`config.mk`:
```
export PLATFORM = sky130hd
export DESIGN_NAME = multichannel_integrating_debouncer
export DESIGN_NICKNAME = d
export VERILOG_FILES = /design/src/micdb_pkg.sv /design/src/multichannel_integrating_debouncer.sv /design/src/micdb_chan.sv
export SDC_FILE = /design/constraint.sdc
export NUM_CORES = 1
export LEC_CHECK = 0
export BUFFER_PORTS_ARGS = -buffer_cell sky130_fd_sc_hd__buf_2
export CAP_MARGIN = 20
export CELL_PAD_IN_SITES_DETAIL_PLACEMENT = 0
export CELL_PAD_IN_SITES_GLOBAL_PLACEMENT = 1
export CORE_ASPECT_RATIO = 0.7
export CORE_MARGIN = 3
export CORE_UTILIZATION = 40
export DETAILED_ROUTE_END_ITERATION = 12
export GPL_TIMING_DRIVEN = 0
export PLACE_DENSITY_LB_ADDON = 0.15
export REMOVE_ABC_BUFFERS = 1
export SLEW_MARGIN = 0
export SYNTH_ARGS = -nofsm -noshare
export SYNTH_HDL_FRONTEND = slang
export SYNTH_HIERARCHICAL = 1
export SYNTH_SLANG_ARGS = --single-unit
```
`constraint.sdc`:
```
create_clock -name clk -period 2.88 [get_ports clk]
set_input_delay 0 -clock clk [delete_from_list [all_inputs] [get_ports clk]]
set_output_delay 0 -clock clk [all_outputs]
set_load 0.005 [all_outputs]
```
`src/micdb_pkg.sv`:
```
// micdb_pkg: shared types and constants of the multichannel integrating debouncer.
// No dependencies; used by micdb_chan and multichannel_integrating_debouncer.
`default_nettype none

package micdb_pkg;

  // fixed channel roles
  localparam int unsigned EMERGENCY_CH = 0;
  localparam int unsigned RESET_CH     = 1;
  localparam int unsigned HEAT_CH      = 10;

  // threshold field layout inside the two group registers
  localparam int unsigned FIELD_STRIDE = 3;
  localparam int unsigned GROUP_SIZE   = 12;

  // field widths
  localparam int unsigned LEVEL_W  = 24;
  localparam int unsigned GROUP_W  = 36;
  localparam int unsigned FLAG_W   = 3;
  localparam int unsigned TDATA_W  = 32;
  localparam int unsigned CFG_AW   = 5;
  localparam int unsigned CFG_DW   = 64;
  localparam int unsigned REG_IDX_W = 2;

  // event flag bits
  localparam int unsigned FLAG_EMERGENCY = 0;
  localparam int unsigned FLAG_RESET     = 1;
  localparam int unsigned FLAG_HEAT      = 2;

  // register indexes (byte address = 8 * index)
  localparam logic [REG_IDX_W-1:0] REG_ACTIVE_MASK = 2'd0;
  localparam logic [REG_IDX_W-1:0] REG_THR_LOW     = 2'd1;
  localparam logic [REG_IDX_W-1:0] REG_THR_HIGH    = 2'd2;

  // register reset values
  localparam logic [LEVEL_W-1:0] MASK_RESET   = 24'h000801;
  localparam logic [GROUP_W-1:0] THR_LO_RESET = 36'd48782452074;
  localparam logic [GROUP_W-1:0] THR_HI_RESET = 36'd48632257365;

  // per-channel status from one update
  typedef struct packed {
    logic deb;      // next qualified level
    logic rise;     // qualified level goes 0 -> 1 this tick
    logic sat_act;  // active tick with counter at or above threshold
  } chan_res_t;

endpackage

`default_nettype wire

```
`src/multichannel_integrating_debouncer.sv`:
```
// multichannel_integrating_debouncer: top level, stream in/out plus APB configuration.
// Depends on micdb_pkg and micdb_chan.
`default_nettype none

// Each input transaction is one scan tick of up to 24 raw pin levels plus a 3-bit
// event clear mask; each tick yields exactly one output transaction carrying the
// debounced levels and the three sticky event flags (emergency, reset, heat) as
// they stand after that tick. Every channel runs an up/down integrator against
// its own 3-bit threshold and polarity. One transaction per clock: all channel
// updates are independent single-cycle logic feeding the state registers, which
// also serve as the output register, so in_tready stays high as long as the
// output is empty or being taken in the same cycle. out_tvalid is set in the
// cycle after input acceptance. Configuration (active_high_mask at 0x00,
// thresholds_low_group at 0x08, thresholds_high_group at 0x10) must be written via
// APB while the stream is idle, not enforced by the block; pready is always high.

module multichannel_integrating_debouncer import micdb_pkg::*; #(
  parameter int unsigned CHANNELS   = 24,
  parameter int unsigned COUNT_BITS = 3
) (
  input  wire logic               clk,
  input  wire logic               rst_n,
  // in_tdata: [23:0] raw_levels, [26:24] event_clear, [31:27] zero
  input  wire logic [TDATA_W-1:0] in_tdata,
  input  wire logic               in_tvalid,
  output      logic               in_tready,
  // out_tdata: [23:0] qualified_levels, [24] emergency flag, [25] reset flag,
  //            [26] heat flag, [31:27] zero
  output      logic [TDATA_W-1:0] out_tdata,
  output      logic               out_tvalid,
  input  wire logic               out_tready,
  input  wire logic               cfg_psel,
  input  wire logic               cfg_penable,
  input  wire logic               cfg_pwrite,
  input  wire logic [CFG_AW-1:0]  cfg_paddr,
  input  wire logic [CFG_DW-1:0]  cfg_pwdata,
  output      logic [CFG_DW-1:0]  cfg_prdata,
  output      logic               cfg_pready
);

  // ---------------------------------------------------------------------------
  // Configuration registers
  // ---------------------------------------------------------------------------
  logic [LEVEL_W-1:0]   mask_r;
  logic [GROUP_W-1:0]   thr_lo_r;
  logic [GROUP_W-1:0]   thr_hi_r;
  logic [REG_IDX_W-1:0] cfg_idx;
  logic                 cfg_wr;

  assign cfg_pready = 1'b1;
  assign cfg_idx    = cfg_paddr[CFG_AW-1:3];
  assign cfg_wr     = cfg_psel && cfg_penable && cfg_pwrite && cfg_pready;

  always_ff @(posedge clk) begin
    if (!rst_n) begin
      mask_r   <= MASK_RESET;
      thr_lo_r <= THR_LO_RESET;
      thr_hi_r <= THR_HI_RESET;
    end else if (cfg_wr) begin
      unique case (cfg_idx)
        REG_ACTIVE_MASK: mask_r   <= cfg_pwdata[LEVEL_W-1:0];
        REG_THR_LOW:     thr_lo_r <= cfg_pwdata[GROUP_W-1:0];
        REG_THR_HIGH:    thr_hi_r <= cfg_pwdata[GROUP_W-1:0];
        default: ;       // writes past the register list are dropped
      endcase
    end
  end

  always_comb begin
    unique case (cfg_idx)
      REG_ACTIVE_MASK: cfg_prdata = CFG_DW'(mask_r);
      REG_THR_LOW:     cfg_prdata = CFG_DW'(thr_lo_r);
      REG_THR_HIGH:    cfg_prdata = CFG_DW'(thr_hi_r);
      default:         cfg_prdata = '0;
    endcase
  end

  // ---------------------------------------------------------------------------
  // Stream handshake: state registers double as the output register
  // ---------------------------------------------------------------------------
  logic out_valid_r;
  logic in_acc;

  assign in_tready = !out_valid_r || out_tready;
  assign in_acc    = in_tvalid && in_tready;

  always_ff @(posedge clk) begin
    if (!rst_n) begin
      out_valid_r <= 1'b0;
    end else if (in_acc) begin
      out_valid_r <= 1'b1;
    end else if (out_tready) begin
      out_valid_r <= 1'b0;
    end
  end

  assign out_tvalid = out_valid_r;

  // ---------------------------------------------------------------------------
  // Channel update
  // ---------------------------------------------------------------------------
  logic [LEVEL_W-1:0]    raw;
  logic [FLAG_W-1:0]     clr;
  logic [COUNT_BITS-1:0] cnt_r   [CHANNELS];
  logic [COUNT_BITS-1:0] cnt_nxt [CHANNELS];
  logic [CHANNELS-1:0]   deb_r;
  logic [CHANNELS-1:0]   deb_nxt;
  chan_res_t             res     [CHANNELS];
  logic [FLAG_W-1:0]     flags_r;
  logic [FLAG_W-1:0]     flags_kept;
  logic [FLAG_W-1:0]     flags_nxt;
  logic                  reset_hit;
  logic                  heat_hit;

  assign raw = in_tdata[LEVEL_W-1:0];
  assign clr = in_tdata[LEVEL_W +: FLAG_W];

  for (genvar ch = 0; ch < CHANNELS; ch++) begin : g_chan
    logic [COUNT_BITS-1:0] thr;

    // threshold field, masked to the counter width
    if (ch < GROUP_SIZE) begin : g_lo
      assign thr = thr_lo_r[FIELD_STRIDE*ch +: COUNT_BITS];
    end else begin : g_hi
      assign thr = thr_hi_r[FIELD_STRIDE*(ch-GROUP_SIZE) +: COUNT_BITS];
    end

    micdb_chan #(
      .COUNT_BITS (COUNT_BITS)
    ) u_chan (
      .level    (raw[ch]),
      .act_high (mask_r[ch]),
      .cnt      (cnt_r[ch]),
      .thr      (thr),
      .deb      (deb_r[ch]),
      .cnt_nxt  (cnt_nxt[ch]),
      .res      (res[ch])
    );

    assign deb_nxt[ch] = res[ch].deb;

    always_ff @(posedge clk) begin
      if (!rst_n) begin
        cnt_r[ch] <= '0;
      end else if (in_acc) begin
        cnt_r[ch] <= cnt_nxt[ch];
      end
    end
  end

  // Events for channels that do not exist never fire.
  if (CHANNELS > RESET_CH) begin : g_rst_ev
    assign reset_hit = res[RESET_CH].sat_act;
  end else begin : g_no_rst_ev
    assign reset_hit = 1'b0;
  end

  if (CHANNELS > HEAT_CH) begin : g_heat_ev
    assign heat_hit = res[HEAT_CH].rise;
  end else begin : g_no_heat_ev
    assign heat_hit = 1'b0;
  end

  // Clear first, then set; the emergency edge of this tick already counts
  // for the reset-while-emergency check.
  always_comb begin
    flags_kept = flags_r & ~clr;
    flags_nxt  = flags_kept;
    flags_nxt[FLAG_EMERGENCY] = flags_kept[FLAG_EMERGENCY] || res[EMERGENCY_CH].rise;
    flags_nxt[FLAG_RESET]     = flags_kept[FLAG_RESET]
                                || (reset_hit && flags_nxt[FLAG_EMERGENCY]);
    flags_nxt[FLAG_HEAT]      = flags_kept[FLAG_HEAT] || heat_hit;
  end

  always_ff @(posedge clk) begin
    if (!rst_n) begin
      deb_r   <= '0;
      flags_r <= '0;
    end else if (in_acc) begin
      deb_r   <= deb_nxt;
      flags_r <= flags_nxt;
    end
  end

  // ---------------------------------------------------------------------------
  // Output packing
  // ---------------------------------------------------------------------------
  logic [LEVEL_W-1:0] qual;

  always_comb begin
    qual                 = '0;
    qual[CHANNELS-1:0]   = deb_r;
  end

  always_comb begin
    out_tdata                    = '0;
    out_tdata[LEVEL_W-1:0]       = qual;
    out_tdata[LEVEL_W +: FLAG_W] = flags_r;
  end

endmodule

`default_nettype wire

```
`src/micdb_chan.sv`:
```
// micdb_chan: one channel of the integrating debouncer (counter and qualified level update).
// Depends on micdb_pkg.
`default_nettype none

module micdb_chan import micdb_pkg::*; #(
  parameter int unsigned COUNT_BITS = 3
) (
  input  wire logic                  level,
  input  wire logic                  act_high,
  input  wire logic [COUNT_BITS-1:0] cnt,
  input  wire logic [COUNT_BITS-1:0] thr,
  input  wire logic                  deb,
  output      logic [COUNT_BITS-1:0] cnt_nxt,
  output      chan_res_t             res
);

  logic active;
  logic sat;

  assign active = (level == act_high);
  assign sat    = (cnt >= thr);

  always_comb begin
    cnt_nxt = cnt;
    res     = '0;
    res.deb = deb;
    if (active) begin
      if (!sat) begin
        cnt_nxt = cnt + COUNT_BITS'(1);
      end else begin
        res.deb     = 1'b1;
        res.rise    = !deb;
        res.sat_act = 1'b1;
      end
    end else begin
      if (cnt != '0) begin
        cnt_nxt = cnt - COUNT_BITS'(1);
      end else begin
        res.deb = 1'b0;
      end
    end
  end

endmodule

`default_nettype wire

```
==> out/metrics.csv <==
metric,value,unit
max_stage_delay,550,ps
rsz0062_at_grt,no,
die_h,163,microns
crit_type,flop to flop,
routed_wl,38900,microns
finalMaxSlewViolations,0,
holdPathStages,4,
start_kind,flop,
hold_viol_final,0,
synth_area_per_cell,9.09,sq um
drv_cap,0,
worstMarginPinSlew,1130,ps
first_pass_iters,5,
grt_pass1_vias,10700,
die_w,230,microns
post-dp-hpwl,26600,microns
end_kind,flop,
hold_ws,111,ps
crit_chain,nor2b_4 -> buf_12 -> inv_4 -> nand2_1 -> nand2_4 -> buf_16,
p_leak,7.39,nW
ys_warn_count,6,
dieArea,37500,sq um
place_inst,2097,
vdd_drop_max,0.285,mV
port_buffers,136,
antenna_found_initial,1,
fin_crit,2540,ps
syn_inst,1546,
grt_pass1_wl,60600,microns
drt-vias-per-instance,5.09,
vias,11000,
cts_root_buf,clkbuf_16,
ant_nets,0,
wl_per_cell,17.9,microns
crit_path_max_fanout,44,
post_cts_buffers,0,
io_pins,207,
clkSinkCount,196,
ctsLongestPathBuffers,2,
start_util,0.413,
finalCritPeriodShare,0.883,
finalNetCount,1969,
cts_made_buffers,17,
max_freq,393,MHz
final_cells,2170,
syn_area,14100,sq um
power_per_cell_area,458,nW/um^2
drive_gt1_frac,0.141,
cts_max_level,4,
setup_slack,338,ps
arrival,2670,ps
worst_path_max_delay_cell,nand2_4,
skew,14.0,ps
cts_tree,yes,
grt_max_degree,69,
drcViolationCount,0,
areaGrowthSynthToFinish,15.2,%
place_ws,-133,ps
outcome,completed,
fp.coreArea,34100,sq um
place.gp.congestion,0.774,
n_antenna_cell,0,
clk_latency,460,ps
clk_pin_slew,70,ps
detail_route.iter0.violations,602,
required,3010,ps
rows,56,
reg2regPathDepth,6,
track_usage,0.209,
grt_overflow,0,
slew_headroom,0.245,
hold_class,input pin to flop,
setup_viol,0,
## cells in the final DEF, fill, tap and decap left out, drive strengths merged, types with 18 or more instances in the layout
master / n
xor2: 24
o31a: 20
dfxtp: 124
edfxtp: 72
dlygate4sd3: 41
nor2: 33
a311oi: 25
o21ai: 96
o211ai: 39
buf: 151
mux2i: 109
a2bb2oi: 24
nor3: 25
clkbuf: 18
conb: 34
nand2: 165
nand3: 59
ha: 168
xnor2: 72
a21oi: 51
a211oi: 24
and2: 98
nor2b: 40
inv: 163
## layout make-up
| cell class | instances | area, sq um |
|---|---|---|
| clock buffers | 18 | 429 |
| clock inverters | 14 | 163 |
| fillers | 3354 | 17900 |
| inverters | 163 | 614 |
| multi-input cells | 1123 | 8350 |
| flip-flops and latches | 196 | 4640 |
| well taps | 464 | 581 |
| repair buffers | 192 | 1410 |
## layer usage
layer / vias up / track usage / share of wire
met3: 21 / 0.0400 / 0.043
met4: 2 / 0.0461 / 0.0096
li1: 5539 / - / -
met5: - / 0 / 0.00051
met2: 198 / 0.326 / 0.44
met1: 5283 / 0.300 / 0.51
## flip-flops by register name, indices dropped and copies added, names as in the netlist
name and cells:
cnt_r 72, thr_hi_r 36, thr_lo_r 36, deb_r 24, mask_r 24, flags_r 3, out_tvalid 1
## critical path, delay by kind of cell, from the launching register on
family / cells / cell delay, ps
buffers and inverters: 3 / 900
AND/OR/NAND/NOR: 3 / 920
flip-flops: 1 / 320
## through the flow
step	TNS, ps	utilization	power, W	cell area, sq um
floorplan	-49110	-	0.00437	13600
global placement	-861920	0.436	0.00486	14800
detailed placement	-1870	0.446	0.00493	15200
CTS	0	0.475	0.00750	16200
global route	0	0.475	0.00786	16200
finish	0	0.475	0.00742	16200
## worst paths after layout
kind	start	to	slack, ps
max	out_tvalid	cnt_r[0][23]	340
min	in_tdata[8]	cnt_r[1][2]	110
min reg2reg	thr_lo_r[14]	thr_lo_r[14]	470
max reg2reg	out_tvalid	cnt_r[0][23]	340
## power breakdown
group          internal (W)  switching (W)  leakage [nW]  total, W
Clock               0.00136        0.00115         0.283   0.00251
Combinational      0.000772       0.000982          5.32   0.00175
Sequential          0.00303       0.000127          1.79   0.00316
## what timing repair did
item                       in CTS  in global routing
gates resized for setup         0                  2
setup endpoints to repair       0                 44
hold buffers                   41                  0
hold endpoints to repair      101                  0
Note: power is estimated with default switching activity, not from simulation.
